--- src/sv/ccfr_pkg.sv ---
// Shared types and constants of the framed byte receiver.
// Depends on nothing; ccfr_out_skid and crc_checked_frame_receiver import it.
package ccfr_pkg;

   localparam int LENGTH_BITS = 16;

   localparam logic [31:0] CRC_INIT = 32'hFFFF_FFFF;

   localparam logic [7:0]  START_MARKER_RESET = 8'hAA;
   localparam logic [7:0]  END_MARKER_RESET   = 8'hBB;
   localparam logic [15:0] MAX_LENGTH_RESET   = 16'd1024;
   localparam logic [31:0] POLYNOMIAL_RESET   = 32'h04C1_1DB7;

   localparam logic [1:0] CSR_START_MARKER = 2'd0;
   localparam logic [1:0] CSR_END_MARKER   = 2'd1;
   localparam logic [1:0] CSR_MAX_LENGTH   = 2'd2;
   localparam logic [1:0] CSR_POLYNOMIAL   = 2'd3;

   localparam logic KIND_PAYLOAD = 1'b0;
   localparam logic KIND_STATUS  = 1'b1;

   localparam logic [1:0] STATUS_OK      = 2'd0;
   localparam logic [1:0] STATUS_BAD_END = 2'd1;
   localparam logic [1:0] STATUS_BAD_CRC = 2'd2;

   typedef enum logic [2:0] {
      PH_WAIT    = 3'd0,
      PH_TYPE    = 3'd1,
      PH_LEN_LO  = 3'd2,
      PH_LEN_HI  = 3'd3,
      PH_PAYLOAD = 3'd4,
      PH_CRC     = 3'd5,
      PH_END     = 3'd6
   } phase_type;

   typedef struct packed {
      logic        kind;
      logic [7:0]  payload_value;
      logic [15:0] payload_offset;
      logic [7:0]  frame_type;
      logic [15:0] frame_length;
      logic [1:0]  frame_status;
   } rsp_item_type;

endpackage

--- src/sv/ccfr_channels.sv ---
// Valid/ready channel interfaces of the framed byte receiver.
// Request carries one received byte; response carries one result item.
interface ccfr_req_if;
   logic       valid;
   logic       ready;
   logic [7:0] rx_data;

   modport source (output valid, output rx_data, input ready);
   modport sink (input valid, input rx_data, output ready);
endinterface

interface ccfr_rsp_if;
   logic        valid;
   logic        ready;
   logic        kind;
   logic [7:0]  payload_value;
   logic [15:0] payload_offset;
   logic [7:0]  frame_type;
   logic [15:0] frame_length;
   logic [1:0]  frame_status;

   modport source (output valid, output kind, output payload_value, output payload_offset,
                   output frame_type, output frame_length, output frame_status,
                   input ready);
   modport sink (input valid, input kind, input payload_value, input payload_offset,
                 input frame_type, input frame_length, input frame_status,
                 output ready);
endinterface

--- src/sv/ccfr_crc_update.sv ---
// One-byte MSB-first CRC-32 update with a programmable generator.
// Depends on nothing beyond plain logic.
module ccfr_crc_update (
   input  logic [31:0] crc_cur,
   input  logic [7:0]  data_byte,
   input  logic [31:0] poly,
   output logic [31:0] crc_next
);

   always_comb begin
      logic [31:0] acc;
      acc = crc_cur ^ {data_byte, 24'h000000};
      // shift out one bit per step, folding in the generator on a carry
      for (int i = 0; i < 8; i++) begin
         if (acc[31]) begin
            acc = {acc[30:0], 1'b0} ^ poly;
         end else begin
            acc = {acc[30:0], 1'b0};
         end
      end
      crc_next = acc;
   end

endmodule

--- src/sv/ccfr_out_skid.sv ---
// Result register with a one-entry skid stage behind it.
// Uses rsp_item_type from ccfr_pkg.
module ccfr_out_skid
   import ccfr_pkg::*;
(
   input  logic         clock,
   input  logic         reset,
   input  logic         in_valid,
   input  rsp_item_type in_item,
   output logic         in_ready,
   output logic         out_valid,
   input  logic         out_ready,
   output rsp_item_type out_item
);

   logic         out_valid_ff, out_valid_in;
   rsp_item_type out_item_ff, out_item_in;
   logic         skid_valid_ff, skid_valid_in;
   rsp_item_type skid_item_ff, skid_item_in;
   logic         out_free;

   assign in_ready  = !skid_valid_ff;
   assign out_valid = out_valid_ff;
   assign out_item  = out_item_ff;
   assign out_free  = !out_valid_ff || out_ready;

   always_comb begin
      out_valid_in  = out_valid_ff;
      out_item_in   = out_item_ff;
      skid_valid_in = skid_valid_ff;
      skid_item_in  = skid_item_ff;
      if (out_free) begin
         // drain the skid entry first; a new item only arrives while it is empty
         out_valid_in  = skid_valid_ff || in_valid;
         out_item_in   = skid_valid_ff ? skid_item_ff : in_item;
         skid_valid_in = 1'b0;
      end else if (in_valid) begin
         skid_valid_in = 1'b1;
         skid_item_in  = in_item;
      end
   end

   always_ff @(posedge clock) begin
      if (reset) begin
         out_valid_ff  <= 1'b0;
         skid_valid_ff <= 1'b0;
      end else begin
         out_valid_ff  <= out_valid_in;
         skid_valid_ff <= skid_valid_in;
      end
      out_item_ff  <= out_item_in;
      skid_item_ff <= skid_item_in;
   end

`ifndef ASSERT_OFF
   a_skid_behind_out: assert property (@(posedge clock) disable iff (reset)
      skid_valid_ff |-> out_valid_ff)
      else $error("skid entry held while result register empty");
   a_no_push_when_full: assert property (@(posedge clock) disable iff (reset)
      in_valid |-> !skid_valid_ff)
      else $error("result pushed while skid entry occupied");
   a_skid_drains: assert property (@(posedge clock) disable iff (reset)
      skid_valid_ff && out_ready |=> out_valid_ff && out_item_ff == $past(skid_item_ff))
      else $error("skid entry not moved into result register");
`endif

endmodule

--- src/sv/crc_checked_frame_receiver.sv ---
// Framed byte receiver with CRC-32 check over the payload.
// Request channel req_chan: one received byte per transfer (rx_data).
// Response channel rsp_chan: one result per payload byte (kind 0) and one
// status per frame at the end byte (kind 1: 0 ok, 1 bad end, 2 CRC mismatch).
// Frame: start, type, length low, length high, payload, CRC LSB first, end.
// Frames longer than max_payload_length are dropped without any result.
// Configuration: csr_we writes csr_wdata into register csr_index
// (0 start marker, 1 end marker, 2 max payload length, 3 polynomial);
// write only while no frame is in flight.
// Throughput: one byte per cycle while req_chan.ready is high; the parser state
// and CRC update in the cycle of the transfer, through an 8-step XOR network.
// Results: each is registered in the result register, or the skid stage when that is full, before rsp_chan offers it.
// Stall: a result register and a one-entry skid stage sit at the output;
// req_chan.ready falls only once both are full, so at most two results wait.
// Reset (synchronous, active high): registers return to their defaults,
// the parser waits for a start byte and any waiting result is dropped.
module crc_checked_frame_receiver
   import ccfr_pkg::*;
(
   input  logic        clock,
   input  logic        reset,
   ccfr_req_if.sink    req_chan,
   ccfr_rsp_if.source  rsp_chan,
   input  logic        csr_we,
   input  logic [1:0]  csr_index,
   input  logic [31:0] csr_wdata
);

   logic [7:0]  start_marker_ff;
   logic [7:0]  end_marker_ff;
   logic [15:0] max_length_ff;
   logic [31:0] polynomial_ff;

   phase_type               phase_ff, phase_in;
   logic [15:0]             byte_counter_ff, byte_counter_in;
   logic [LENGTH_BITS-1:0]  length_ff, length_in;
   logic [7:0]              type_byte_ff, type_byte_in;
   logic [31:0]             running_crc_ff, running_crc_in;
   logic [31:0]             received_crc_ff, received_crc_in;
   logic                    crc_failed_ff, crc_failed_in;

   logic                    accept;
   logic                    rx_ready;
   logic [7:0]              rx;
   logic [31:0]             crc_next;
   logic [15:0]             count_inc;
   logic [LENGTH_BITS-1:0]  length_full;
   logic [31:0]             crc_word;
   logic                    res_valid;
   rsp_item_type            res_item;
   rsp_item_type            out_item;

   assign rx             = req_chan.rx_data;
   assign req_chan.ready = rx_ready;
   assign accept         = req_chan.valid && rx_ready;
   assign count_inc      = byte_counter_ff + 16'd1;
   assign length_full    = LENGTH_BITS'({rx, length_ff[7:0]});
   assign crc_word       = received_crc_ff | ({24'h000000, rx} << {byte_counter_ff[1:0], 3'b000});

   ccfr_crc_update u_crc (
      .crc_cur   (running_crc_ff),
      .data_byte (rx),
      .poly      (polynomial_ff),
      .crc_next  (crc_next)
   );

   always_ff @(posedge clock) begin
      if (reset) begin
         start_marker_ff <= START_MARKER_RESET;
         end_marker_ff   <= END_MARKER_RESET;
         max_length_ff   <= MAX_LENGTH_RESET;
         polynomial_ff   <= POLYNOMIAL_RESET;
      end else if (csr_we) begin
         case (csr_index)
            CSR_START_MARKER: start_marker_ff <= csr_wdata[7:0];
            CSR_END_MARKER:   end_marker_ff   <= csr_wdata[7:0];
            CSR_MAX_LENGTH:   max_length_ff   <= csr_wdata[15:0];
            CSR_POLYNOMIAL:   polynomial_ff   <= csr_wdata;
            default: ;
         endcase
      end
   end

   always_ff @(posedge clock) begin
      if (reset) begin
         phase_ff        <= PH_WAIT;
         byte_counter_ff <= '0;
         length_ff       <= '0;
         type_byte_ff    <= '0;
         running_crc_ff  <= CRC_INIT;
         received_crc_ff <= '0;
         crc_failed_ff   <= 1'b0;
      end else begin
         phase_ff        <= phase_in;
         byte_counter_ff <= byte_counter_in;
         length_ff       <= length_in;
         type_byte_ff    <= type_byte_in;
         running_crc_ff  <= running_crc_in;
         received_crc_ff <= received_crc_in;
         crc_failed_ff   <= crc_failed_in;
      end
   end

   always_comb begin
      phase_in        = phase_ff;
      byte_counter_in = byte_counter_ff;
      length_in       = length_ff;
      type_byte_in    = type_byte_ff;
      running_crc_in  = running_crc_ff;
      received_crc_in = received_crc_ff;
      crc_failed_in   = crc_failed_ff;

      res_valid               = 1'b0;
      res_item.kind           = KIND_PAYLOAD;
      res_item.payload_value  = rx;
      res_item.payload_offset = byte_counter_ff;
      res_item.frame_type     = type_byte_ff;
      res_item.frame_length   = 16'(length_ff);
      res_item.frame_status   = STATUS_OK;

      if (accept) begin
         case (phase_ff)
            PH_TYPE: begin
               if (rx == start_marker_ff) begin
                  // repeated start byte: restart, it counts as the new start
                  byte_counter_in = '0;
                  length_in       = '0;
                  type_byte_in    = '0;
                  running_crc_in  = CRC_INIT;
                  received_crc_in = '0;
                  crc_failed_in   = 1'b0;
               end else begin
                  type_byte_in = rx;
                  phase_in     = PH_LEN_LO;
               end
            end
            PH_LEN_LO: begin
               length_in = LENGTH_BITS'(rx);
               phase_in  = PH_LEN_HI;
            end
            PH_LEN_HI: begin
               length_in       = length_full;
               byte_counter_in = '0;
               running_crc_in  = CRC_INIT;
               if (16'(length_full) > max_length_ff) begin
                  phase_in = PH_WAIT;
               end else if (length_full == '0) begin
                  phase_in = PH_CRC;
               end else begin
                  phase_in = PH_PAYLOAD;
               end
            end
            PH_PAYLOAD: begin
               res_valid      = 1'b1;
               running_crc_in = crc_next;
               if (count_inc >= 16'(length_ff)) begin
                  byte_counter_in = '0;
                  phase_in        = PH_CRC;
               end else begin
                  byte_counter_in = count_inc;
               end
            end
            PH_CRC: begin
               received_crc_in = crc_word;
               if (byte_counter_ff[1:0] == 2'd3) begin
                  crc_failed_in   = (crc_word != running_crc_ff);
                  byte_counter_in = '0;
                  phase_in        = PH_END;
               end else begin
                  byte_counter_in = count_inc;
               end
            end
            PH_END: begin
               res_valid               = 1'b1;
               res_item.kind           = KIND_STATUS;
               res_item.payload_value  = '0;
               res_item.payload_offset = '0;
               // a bad end byte outranks a CRC mismatch
               if (rx != end_marker_ff) begin
                  res_item.frame_status = STATUS_BAD_END;
               end else if (crc_failed_ff) begin
                  res_item.frame_status = STATUS_BAD_CRC;
               end else begin
                  res_item.frame_status = STATUS_OK;
               end
               phase_in = PH_WAIT;
            end
            default: begin
               byte_counter_in = '0;
               length_in       = '0;
               type_byte_in    = '0;
               running_crc_in  = CRC_INIT;
               received_crc_in = '0;
               crc_failed_in   = 1'b0;
               phase_in        = (rx == start_marker_ff) ? PH_TYPE : PH_WAIT;
            end
         endcase
      end
   end

   ccfr_out_skid u_out (
      .clock     (clock),
      .reset     (reset),
      .in_valid  (res_valid),
      .in_item   (res_item),
      .in_ready  (rx_ready),
      .out_valid (rsp_chan.valid),
      .out_ready (rsp_chan.ready),
      .out_item  (out_item)
   );

   assign rsp_chan.kind           = out_item.kind;
   assign rsp_chan.payload_value  = out_item.payload_value;
   assign rsp_chan.payload_offset = out_item.payload_offset;
   assign rsp_chan.frame_type     = out_item.frame_type;
   assign rsp_chan.frame_length   = out_item.frame_length;
   assign rsp_chan.frame_status   = out_item.frame_status;

`ifndef ASSERT_OFF
   a_crc_count: assert property (@(posedge clock) disable iff (reset)
      phase_ff == PH_CRC |-> byte_counter_ff < 16'd4)
      else $error("CRC byte count out of range");
   a_payload_count: assert property (@(posedge clock) disable iff (reset)
      phase_ff == PH_PAYLOAD |-> byte_counter_ff < 16'(length_ff))
      else $error("payload offset beyond announced length");
   a_status_offered: assert property (@(posedge clock) disable iff (reset)
      accept && phase_ff == PH_END |=> rsp_chan.valid && phase_ff == PH_WAIT)
      else $error("end byte gave no status result");
`endif

endmodule
--- src/flat_wrapper.sv ---
// flat-port wrapper written by rule: the top's interface ports become plain ports
module crc_checked_frame_receiver_flat import ccfr_pkg::*;
  (clock, reset, csr_we, csr_index, csr_wdata, req_chan_valid, req_chan_rx_data, req_chan_ready, rsp_chan_valid, rsp_chan_kind, rsp_chan_payload_value, rsp_chan_payload_offset, rsp_chan_frame_type, rsp_chan_frame_length, rsp_chan_frame_status, rsp_chan_ready);
  ccfr_req_if req_chan_i ();
  ccfr_rsp_if rsp_chan_i ();
  input  logic clock;
  input  logic reset;
  input  logic csr_we;
  input  logic [1:0] csr_index;
  input  logic [31:0] csr_wdata;
  input wire logic [$bits(req_chan_i.valid)-1:0] req_chan_valid;
  input wire logic [$bits(req_chan_i.rx_data)-1:0] req_chan_rx_data;
  output wire logic [$bits(req_chan_i.ready)-1:0] req_chan_ready;
  output wire logic [$bits(rsp_chan_i.valid)-1:0] rsp_chan_valid;
  output wire logic [$bits(rsp_chan_i.kind)-1:0] rsp_chan_kind;
  output wire logic [$bits(rsp_chan_i.payload_value)-1:0] rsp_chan_payload_value;
  output wire logic [$bits(rsp_chan_i.payload_offset)-1:0] rsp_chan_payload_offset;
  output wire logic [$bits(rsp_chan_i.frame_type)-1:0] rsp_chan_frame_type;
  output wire logic [$bits(rsp_chan_i.frame_length)-1:0] rsp_chan_frame_length;
  output wire logic [$bits(rsp_chan_i.frame_status)-1:0] rsp_chan_frame_status;
  input wire logic [$bits(rsp_chan_i.ready)-1:0] rsp_chan_ready;
  assign req_chan_i.valid = req_chan_valid;
  assign req_chan_i.rx_data = req_chan_rx_data;
  assign req_chan_ready = req_chan_i.ready;
  assign rsp_chan_valid = rsp_chan_i.valid;
  assign rsp_chan_kind = rsp_chan_i.kind;
  assign rsp_chan_payload_value = rsp_chan_i.payload_value;
  assign rsp_chan_payload_offset = rsp_chan_i.payload_offset;
  assign rsp_chan_frame_type = rsp_chan_i.frame_type;
  assign rsp_chan_frame_length = rsp_chan_i.frame_length;
  assign rsp_chan_frame_status = rsp_chan_i.frame_status;
  assign rsp_chan_i.ready = rsp_chan_ready;
  crc_checked_frame_receiver u_core (.clock(clock), .reset(reset), .req_chan(req_chan_i), .rsp_chan(rsp_chan_i), .csr_we(csr_we), .csr_index(csr_index), .csr_wdata(csr_wdata));
endmodule
--- config.mk ---
export PLATFORM = sky130hd
export DESIGN_NAME = crc_checked_frame_receiver_flat
export DESIGN_NICKNAME = d
export VERILOG_FILES = /design/src/sv/ccfr_pkg.sv /design/src/sv/ccfr_channels.sv /design/src/sv/ccfr_crc_update.sv /design/src/sv/ccfr_out_skid.sv /design/src/sv/crc_checked_frame_receiver.sv /design/src/flat_wrapper.sv
export SDC_FILE = /design/constraint.sdc
export NUM_CORES = 1
export LEC_CHECK = 0
export BUFFER_PORTS_ARGS = -buffer_cell sky130_fd_sc_hd__buf_2
export CORE_MARGIN = 4
export CORE_UTILIZATION = 60
export CTS_CLUSTER_SIZE = 14
export DETAILED_ROUTE_END_ITERATION = 12
export PLACE_DENSITY = 0.79
export SYNTH_ARGS = -nofsm -noshare
export SYNTH_HDL_FRONTEND = slang
export SYNTH_HIERARCHICAL = 1
export SYNTH_SLANG_ARGS = --single-unit
--- constraint.sdc ---
create_clock -name clock -period 8.45 [get_ports clock]
set_input_delay 0.845 -clock clock [delete_from_list [all_inputs] [get_ports clock]]
set_output_delay 0.845 -clock clock [all_outputs]
set_load 0.005 [all_outputs]
**Word level (Yosys, flattened, before mapping)**

Cells that the tools add are included.

- Flip-flop bits (word level): 276
- Word-level logic and storage cells: 129
- Input bits: 47
- Output and inout bits: 53

- Reductions and logical operators: 27
- Eq/ne operators: 17
- Bitwise operators: 17
- Shift operators: 1
- Add/subtract/negate cells: 1
- Order comparisons: 2
- Mux-type cells: 38

Operator list:

| kind | count |
|---|---|
| 32-bit 2-to-1 mux | 10 |
| 32-bit XOR | 9 |
| 32-bit case mux with 3 select lines | 2 |
| 16-bit case mux with 4 select lines | 2 |
| 51-bit 2-to-1 mux | 1 |
| 25-bit 2-to-1 mux | 2 |
| 16-bit 2-to-1 mux | 3 |
| 32-bit inequality test | 1 |
| 32-bit bitwise OR | 1 |
| 8-bit by 5-bit << shifter with 32-bit output | 1 |
| 3-bit case mux with 6 select lines | 1 |
| 16-bit by 1-bit adder with 16-bit output (second input constant) | 1 |
| 16-bit greater-or-equal comparator | 1 |
| 16-bit > comparator | 1 |
| 16-bit logical NOT | 1 |
| 8-bit case mux with 2 select lines | 1 |
| 3-bit 2-to-1 mux | 4 |
| 2-bit AND reduction | 6 |
| 3-bit AND reduction | 4 |
| 4-bit AND reduction | 3 |
| 3-bit equality test (second input constant) | 3 |
| 8-bit equality test | 1 |
| 2-bit 2-to-1 mux | 4 |
| 8-bit 2-to-1 mux | 1 |
| 18 further kinds | 39 |

**Longest topological paths before layout**

Gate-level depths: netlist (run 1).

- Depth after elaboration: 18
- Mapped depth: 16
- Gate-level depth less buffers: 12

**Modules after synthesis**

The synthesis (run 1) kept the hierarchy.

By module, submodules not included:

| module | instances | cells each | area an instance (sq um) | sequential area each (sq um) |
|---|---|---|---|---|
| crc_checked_frame_receiver | 1 | 1017 | 8390.5 | 3443.3 |
| ccfr_crc_update | 1 | 599 | 4335.4 | 0.0 |
| ccfr_out_skid | 1 | 168 | 4000.1 | 3103.0 |

**Least setup slack after synthesis (run 1)**

OpenSTA, ideal clock, no wires.

- Path kind: input port to flip-flop
- Start: input port rsp_chan_ready
- End: register u_core/u_out/skid_item_ff[0] (netlist name) (enable)
- Arrival time: 4.420 ns
- Data required time: 7.990 ns
- Buffers on the path: 0
- Setup slack: 3.571 ns
- Setup time: 0.460 ns
- Stages: 2
- Cells stage by stage: nand2b_1 -> nor2_1

- Longest elaborated chain between the ends: 3

Ends and longest elaborated chain:

| what | line | source |
|---|---|---|
| start: declaration | flat_wrapper.sv:21 | `input wire logic [$bits(rsp_chan_i.ready)-1:0] rsp_chan_ready;` |
| 1-bit logical OR | ccfr_out_skid.sv:25 | `assign out_free = !out_valid_ff \|\| out_ready;` |
| 1-bit NOT (no source line) | n/a |  |
| 2-bit AND reduction (no source line) | n/a |  |
| end signal: assignment | ccfr_out_skid.sv:52 | `skid_item_ff <= skid_item_in;` |
| end: declaration | ccfr_out_skid.sv:19 | `rsp_item_type skid_item_ff, skid_item_in;` |

No other way between the ends.
A chain may end at the register's enable or synchronous reset.

**Worst setup path in the final report (run 1)**

- Start: register u_core.polynomial_ff[31]
- End: register u_core.running_crc_ff[9]

- Longest elaborated chain between the ends: 16
- Elaborated cells between the ends (all ways): 17
- Those cells by class: mux (9); bitwise (8)

Ends and longest elaborated chain:

| what | line | source |
|---|---|---|
| start: declaration | crc_checked_frame_receiver.sv:32 | `logic [31:0] polynomial_ff;` |
| start signal: assignment | crc_checked_frame_receiver.sv:78 | `CSR_POLYNOMIAL: polynomial_ff <= csr_wdata;` |
| 32-bit XOR | ccfr_crc_update.sv:16 | `acc = {acc[30:0], 1'b0} ^ poly;` |
| 32-bit 2-to-1 mux (2 in series) | ccfr_crc_update.sv:15 | `if (acc[31]) begin` |
| 32-bit XOR | ccfr_crc_update.sv:16 |  |
| 32-bit 2-to-1 mux | ccfr_crc_update.sv:15 |  |
| 32-bit XOR | ccfr_crc_update.sv:16 |  |
| 32-bit 2-to-1 mux | ccfr_crc_update.sv:15 |  |
| 32-bit XOR | ccfr_crc_update.sv:16 |  |
| 32-bit 2-to-1 mux | ccfr_crc_update.sv:15 |  |
| 32-bit XOR | ccfr_crc_update.sv:16 |  |
| 32-bit 2-to-1 mux | ccfr_crc_update.sv:15 |  |
| 32-bit XOR | ccfr_crc_update.sv:16 |  |
| 32-bit 2-to-1 mux * | ccfr_crc_update.sv:15 |  |
| 32-bit XOR | ccfr_crc_update.sv:16 |  |
| 32-bit 2-to-1 mux * | ccfr_crc_update.sv:15 |  |
| named net u_core.crc_next[9] | crc_checked_frame_receiver.sv:45 | `logic [31:0] crc_next;` |
| 32-bit case mux with 3 select lines * | crc_checked_frame_receiver.sv:122 | `case (phase_ff)` |
| end signal: assignment | crc_checked_frame_receiver.sv:98 | `running_crc_ff <= running_crc_in;` |
| end: declaration | crc_checked_frame_receiver.sv:38 | `logic [31:0] running_crc_ff, running_crc_in;` |

Mark *: on every way through the listed nets, which the timed path passes. The rest lies on a longest branch.

==> results.py, run 1 <==
metrics = {
    "placement": {
        "place.gp.congestion": 0.951,
        "hpwl_mm": 27.6,
        "dp_worst_setup_slack_ns": 2.59,
        "port_buffers": 99,
    },
    "sta": {
        "slew_violations": 0,
        "worst_pin_slew_ns": 1.32,
        "finalHoldViolCount": 0,
        "rsz0062_at_grt": "no",
        "setup_tns_ns": 0,
        "finalClockSkew_ns": 0.0343,
        "slew_headroom_pct": 12.2,
        "fin_ws_ns": 2.86,
        "holdWs_ns": 0.457,
        "layout_worst_path_cycle_share_pct": 66.1,
        "setup_violations": 0,
        "period_minus_slack_ns": 5.59,
        "fmax_mhz": 179,
    },
    "pwr": {
        "power_uw": 3440,
        "vdd_drop_max_mv": 0.155,
        "pwr_density_cell_nw_per_um2": 188,
        "power.leakage_uw": 0.00713,
    },
    "drt": {
        "drc": 0,
        "dr.first_iter.drc_count": 1094,
        "drt-total-wl_mm": 41.8,
        "num_vias": 13300,
        "dr.pass1.iters": 6,
        "ant_nets": 0,
        "vias_per_cell": 6.03,
        "routedWlPerCell_um": 18.9,
    },
    "setup_path": {
        "critPathSlowestCell": "and2_1",
        "cp_common_cell": "a311oi_1",
        "cp_slowest_stage_delay_ns": 0.89,
        "crit_chain": "inv_1 -> o21ai_0 -> and2_1 -> a211oi_1 -> a311oi_1 -> nor3_1 -> a311oi_1 -> or3_1 -> and3_1 -> xnor3_1 -> xnor2_1 -> o22a_1",
        "crit_path_end_kind": "flop",
        "reg2reg_from": "u_core/polynomial_ff[31]",
        "crit_start": "u_core/polynomial_ff[31]",
        "critical_path.max_fanout": 28,
        "path_class": "flop to flop",
        "start_kind": "flop",
        "cp_data_required_time_ns": 8.91,
        "worstPathArrival_ns": 6.05,
        "rr_worst_depth": 12,
    },
    "yosys": {
        "yosys_register_bits": 276,
        "yosysMostFrequentCell": "nand2_1",
        "syn_area_per_cell_um2": 9.38,
        "synth_area_leaders": "dfxtp_1 (21%), edfxtp_1 (18%), xnor2_1 (9.3%)",
        "synth_fp_nets": 1865,
        "synth_edf_count": 102,
        "yosysWarnings": 6,
        "ys_seq_area_share_pct": 39.1,
        "synthDistinctLibCells": 71,
        "netlist.area_leader.share_pct": 20.8,
        "syn-cell-area_um2": 16700,
        "synth_top_cell_by_area": "dfxtp_1",
        "ys_async_sr_fraction_pct": 0,
        "synth_ff_type": "dfxtp_1",
        "synth_common_cells": "nand2_1 (344), xnor2_1 (177), dfxtp_1 (174), edfxtp_1 (102), a21oi_1 (95)",
        "syn-instance-count": 1784,
    },
    "global_route": {
        "grt_pass1_wl_mm": 66.9,
        "grtUsageTotal_pct": 26.6,
        "grt_max_degree": 64,
        "antenna_found_initial": 0,
        "grt_pass1_vias": 12800,
        "grt.overflow.total": 0,
    },
    "floorplan": {
        "die_w_um": 175,
        "die_h_um": 175,
        "rows": 60,
        "start_util_pct": 61.5,
        "dieArea_um2": 30600,
        "pin_count": 100,
        "core_area_um2": 27200,
    },
    "run": {
        "drv_cap": 0,
    },
    "cells_and_area": {
        "final_util_pct": 67.3,
        "syn_to_final_growth_pct": 9.32,
        "drive_gt1_share_pct": 13.6,
        "fin_nets": 1891,
        "fill_cells": 2099,
    },
    "cts": {
        "numCtsBuffers": 29,
        "cts_setup_buffers": 0,
        "cts_htree_levels": 1,
        "path_clk_slew_ns": 0.06,
        "clockBufferDepth": 3,
        "clk_latency_ns": 0.57,
        "clock-sinks": 276,
        "cts_resized": 0,
        "cts_root_buf": "clkbuf_16",
        "cts_tree": "yes",
        "ctsHoldBuffers": 0,
    },
    "min_path": {
        "holdPathStages": 2,
        "min-delay-start": "u_core/max_length_ff[5]",
        "hold_class": "flop to flop",
    },
    "run_status": {
        "outcome": "completed",
    },
}
-- worst max-delay path, delay by kind of cell (launching register included) --
| kind | cells | cell delay [ns] |
|---|---|---|
| flops | 1 | 0.76 |
| simple gates | 4 | 2.15 |
| buf+inv | 1 | 0.36 |
| xor+xnor | 2 | 0.48 |
| compound gates | 5 | 1.71 |
-- cells by family after synthesis --
kind of cell	count (synthesis)	synth area share, %
AO/OA/AOI/OAI	281	11.3
multiplexers	67	5.47
XOR/XNOR	267	16.8
AND/OR/NAND/NOR	689	20.0
buffers and inverters	170	4.74
adder cells (fa/ha/maj)	34	2.54
flip-flops	276	39.1
-- flip-flops by register name, summed over array words and instances (netlist names) --
| name | flops |
|---|---|
| u_core/byte_counter_ff | 16 |
| u_core/running_crc_ff | 32 |
| u_core/end_marker_ff | 8 |
| u_core/u_out/skid_item_ff | 51 |
| u_core/u_out/skid_valid_ff | 1 |
| u_core/u_out/out_item | 51 |
| u_core/length_ff | 16 |
| u_core/u_out/out_valid | 1 |
| u_core/received_crc_ff | 32 |
| u_core/phase_ff | 3 |
| u_core/type_byte_ff | 8 |
| u_core/max_length_ff | 16 |
| u_core/crc_failed_ff | 1 |
| u_core/start_marker_ff | 8 |
| u_core/polynomial_ff | 32 |
-- routing by layer --
metal | track usage, % | share of wire, %
met5 | 0 | 0
met4 | 11.0 | 4.1
met3 | 3.38 | 7.2
met2 | 44.9 | 47
met1 | 34.8 | 42
-- final cells by class --
type / count / area [µm²] / area share (%)
Clock buffer: 34 / 754 / 4.13
Multi-Input combinational cell: 1338 / 9420 / 51.5
Inverter: 46 / 173 / 0.944
Timing Repair Buffer: 119 / 646 / 3.53
Antenna cell: 1 / 2.50 / 0.0137
Clock inverter: 20 / 275 / 1.51
Sequential cell: 276 / 6550 / 35.8
Tap cell: 372 / 465 / 2.55
-- cells in the final DEF, fill, tap and decap left out, drive strengths merged, types with 13 or more instances in the layout --
cell type	count
nor3	13
ha	34
xnor2	179
xor2	55
o21ai	24
buf	119
inv	49
nand3	48
mux2i	16
and2	28
a21oi	95
o22a	32
a31oi	42
and3	37
nand2	344
dfxtp	174
clkbuf	34
xnor3	31
nor2b	25
edfxtp	102
nand4	18
and3b	28
o211ai	17
mux2	51
nor2	86
-- path summary, 6_finish.rpt --
| kind | endpoint | slack, ns |
|---|---|---|
| max | u_core/running_crc_ff[9] | 2.86 |
| min | u_core/max_length_ff[5] | 0.46 |
| max reg2reg | u_core/running_crc_ff[9] | 2.86 |
| min reg2reg | u_core/max_length_ff[5] | 0.46 |
-- report_power, final --
group,internal [µW],total (µW),switching [µW]
logic,321,644,322
registers,1390,1420,27.8
clock network,826,1380,551
-- stage by stage --
stage	cell area, µm²	instances
2_1_floorplan	16700	1784
3_5_place_dp	17300	2151
6_report	18300	2206
5_1_grt	18300	2205
4_1_cts	18300	2205
3_3_place_gp	17300	2151
Power figures use the tool's default switching activity.
==> run 2, diff against run 1 <==
- clock period: 8.45 -> 5.6 ns (I/O delays scaled with it)
==> results.py, run 2 (same netlist as run 1, synthesis figures left out) <==
metrics = {
    "run_status": {
        "outcome": "completed",
    },
    "placement": {
        "place.gp.congestion": 0.929,
        "place_inst": 2154,
        "hpwl_mm": 27.4,
        "port_buffers": 99,
    },
    "floorplan": {
        "die_w_um": 175,
        "dieArea_um2": 30600,
        "pin_count": 100,
        "core_area_um2": 27200,
        "start_util_pct": 61.5,
        "rows": 60,
        "die_h_um": 175,
    },
    "global_route": {
        "grt_pass1_wl_mm": 67.5,
        "grt.overflow.total": 0,
        "grt_pass1_vias": 12900,
        "grtUsageTotal_pct": 26.7,
        "grt_max_degree": 84,
        "antenna_found_initial": 0,
    },
    "cts": {
        "numCtsBuffers": 28,
        "path_clk_slew_ns": 0.06,
        "cts_root_buf": "clkbuf_16",
        "clk_latency_ns": 0.57,
        "cts_tree": "yes",
        "clock-sinks": 276,
        "clockBufferDepth": 3,
        "cts_setup_buffers": 0,
        "cts_resized": 0,
        "cts_htree_levels": 1,
        "ctsHoldBuffers": 0,
    },
    "drt": {
        "ant_nets": 0,
        "dr.pass1.iters": 8,
        "drc": 0,
        "num_vias": 13300,
        "dr.first_iter.drc_count": 1312,
        "routedWlPerCell_um": 19.0,
        "drt-total-wl_mm": 41.9,
        "vias_per_cell": 6.04,
    },
    "setup_path": {
        "worstPathArrival_ns": 5.21,
        "r2r_end": "u_core/running_crc_ff[2]",
        "path_class": "flop to flop",
        "ff2ff_setup_slack_ns": 0.84,
        "reg2reg_from": "u_core/polynomial_ff[31]",
        "cp_data_required_time_ns": 6.05,
        "rr_worst_depth": 12,
        "critical_path.max_fanout": 21,
        "start_kind": "flop",
        "crit_path_end_kind": "flop",
    },
    "pwr": {
        "power_uw": 5030,
        "vdd_drop_max_mv": 0.332,
        "p_sw_share_pct": 26.5,
        "internal-power_uw": 3700,
        "switchingPower_uw": 1330,
        "combPwrFrac_pct": 19.5,
        "power.leakage_uw": 0.00710,
        "p_seq_share_pct": 42.5,
        "p_clk_share_pct": 38.0,
        "pwr_density_cell_nw_per_um2": 276,
    },
    "min_path": {
        "min-delay-start": "csr_wdata[22]",
        "holdPathStages": 3,
        "hold_class": "primary input to flop",
        "hold-path-endpoint": "u_core/polynomial_ff[22]",
    },
    "cells_and_area": {
        "instances_no_fill": 2206,
        "final_util_pct": 67.1,
        "final_common_cell": "nand2_1",
        "antenna_cells": 0,
        "fill_cells": 2144,
        "layout_common_cells": "nand2_1 (344), xnor2_1 (177), dfxtp_1 (173), edfxtp_1 (102), buf_2 (99)",
        "drive_gt1_share_pct": 13.5,
        "fin_nets": 1893,
        "syn_to_final_growth_pct": 8.98,
    },
    "sta": {
        "fmax_mhz": 210,
        "setup_tns_ns": 0,
        "finalClockSkew_ns": 0.0207,
        "rsz0062_at_grt": "no",
        "layout_worst_path_cycle_share_pct": 85.0,
        "setup_violations": 0,
        "slew_violations": 0,
        "slew_headroom_pct": 22.4,
        "worst_pin_slew_ns": 1.16,
        "holdWs_ns": 0.209,
        "finalHoldViolCount": 0,
        "period_minus_slack_ns": 4.76,
    },
    "run": {
        "drv_cap": 0,
    },
}
-- run 2: changes by cell type in the layout (fill, tap and decap cells not counted), sizes merged --
cell      change
buf           +3
bufinv        -3
clkbuf        +5
clkinv        +1
clkinvlp      -2
diode         -1
inv           -3
-- run 2: worst max path at each step --
| stage | startpoint | endpoint | slack [ns] | depth (start not counted) |
|---|---|---|---|---|
| 3_5_place_dp | req_chan_rx_data[7] | u_core/running_crc_ff[2] | 0.72 | 15 |
| 2_1_floorplan | rsp_chan_ready | u_core/u_out/skid_item_ff[0] | 1.01 | 2 |
| 5_1_grt | u_core/polynomial_ff[31] | u_core/running_crc_ff[9] | 0.58 | 13 |
| 3_3_place_gp | req_chan_rx_data[5] | u_core/running_crc_ff[2] | 0.91 | 13 |
| 4_1_cts | u_core/polynomial_ff[31] | u_core/running_crc_ff[2] | 0.97 | 13 |
| 6_report | u_core/polynomial_ff[31] | u_core/running_crc_ff[2] | 0.84 | 12 |
-- run 2: power by group through the flow --
| stage | sequential, µW | combinational [µW] | clock (µW) |
|---|---|---|---|
| after global placement | 2180 | 943 | 0 |
| after global routing | 2140 | 1060 | 2030 |
| final | 2140 | 983 | 1910 |
| after CTS | 2140 | 972 | 1940 |
| after detailed placement | 2180 | 966 | 0 |
| after floorplan | 2160 | 802 | 0 |
-- run 2: worst max-delay path: stages (launching register included) --
cell and delay (ns):
dfxtp_1 0.78, inv_1 0.38, o21ai_0 0.53, and2_1 0.26, a211oi_1 0.11, a311oi_1 0.54
o21ai_0 0.26, nand4_1 0.20, a31oi_2 0.15, o21ai_1 0.61, and3b_1 0.26, xor3_1 0.39
o22a_1 0.16
-- run 2: per-layer routing --
layer	up-vias	wire (µm)	GRT usage, %
li1	6234	-	-
met1	6390	17200	34.5
met2	593	20000	46.1
met3	108	2970	3.53
met4	0	1730	10.0
met5	-	0	0
-- run 2: stage by stage --
step / setup WS, ns / instance area, µm²
after floorplan: 1.01 / 16700
after global placement: 0.913 / 17300
after detailed placement: 0.724 / 17300
after CTS: 0.972 / 18200
after global routing: 0.584 / 18200
final: 0.838 / 18200
-- run 2: final cells by class --
class | instances | area (µm²) | share of cell area (%)
well taps | 372 | 465 | 2.55
flip-flops and latches | 276 | 6550 | 35.9
repair buffers | 122 | 668 | 3.67
clock buffers | 39 | 782 | 4.29
inverters | 46 | 173 | 0.947
clock inverters | 13 | 165 | 0.906
multi-input cells | 1338 | 9420 | 51.7
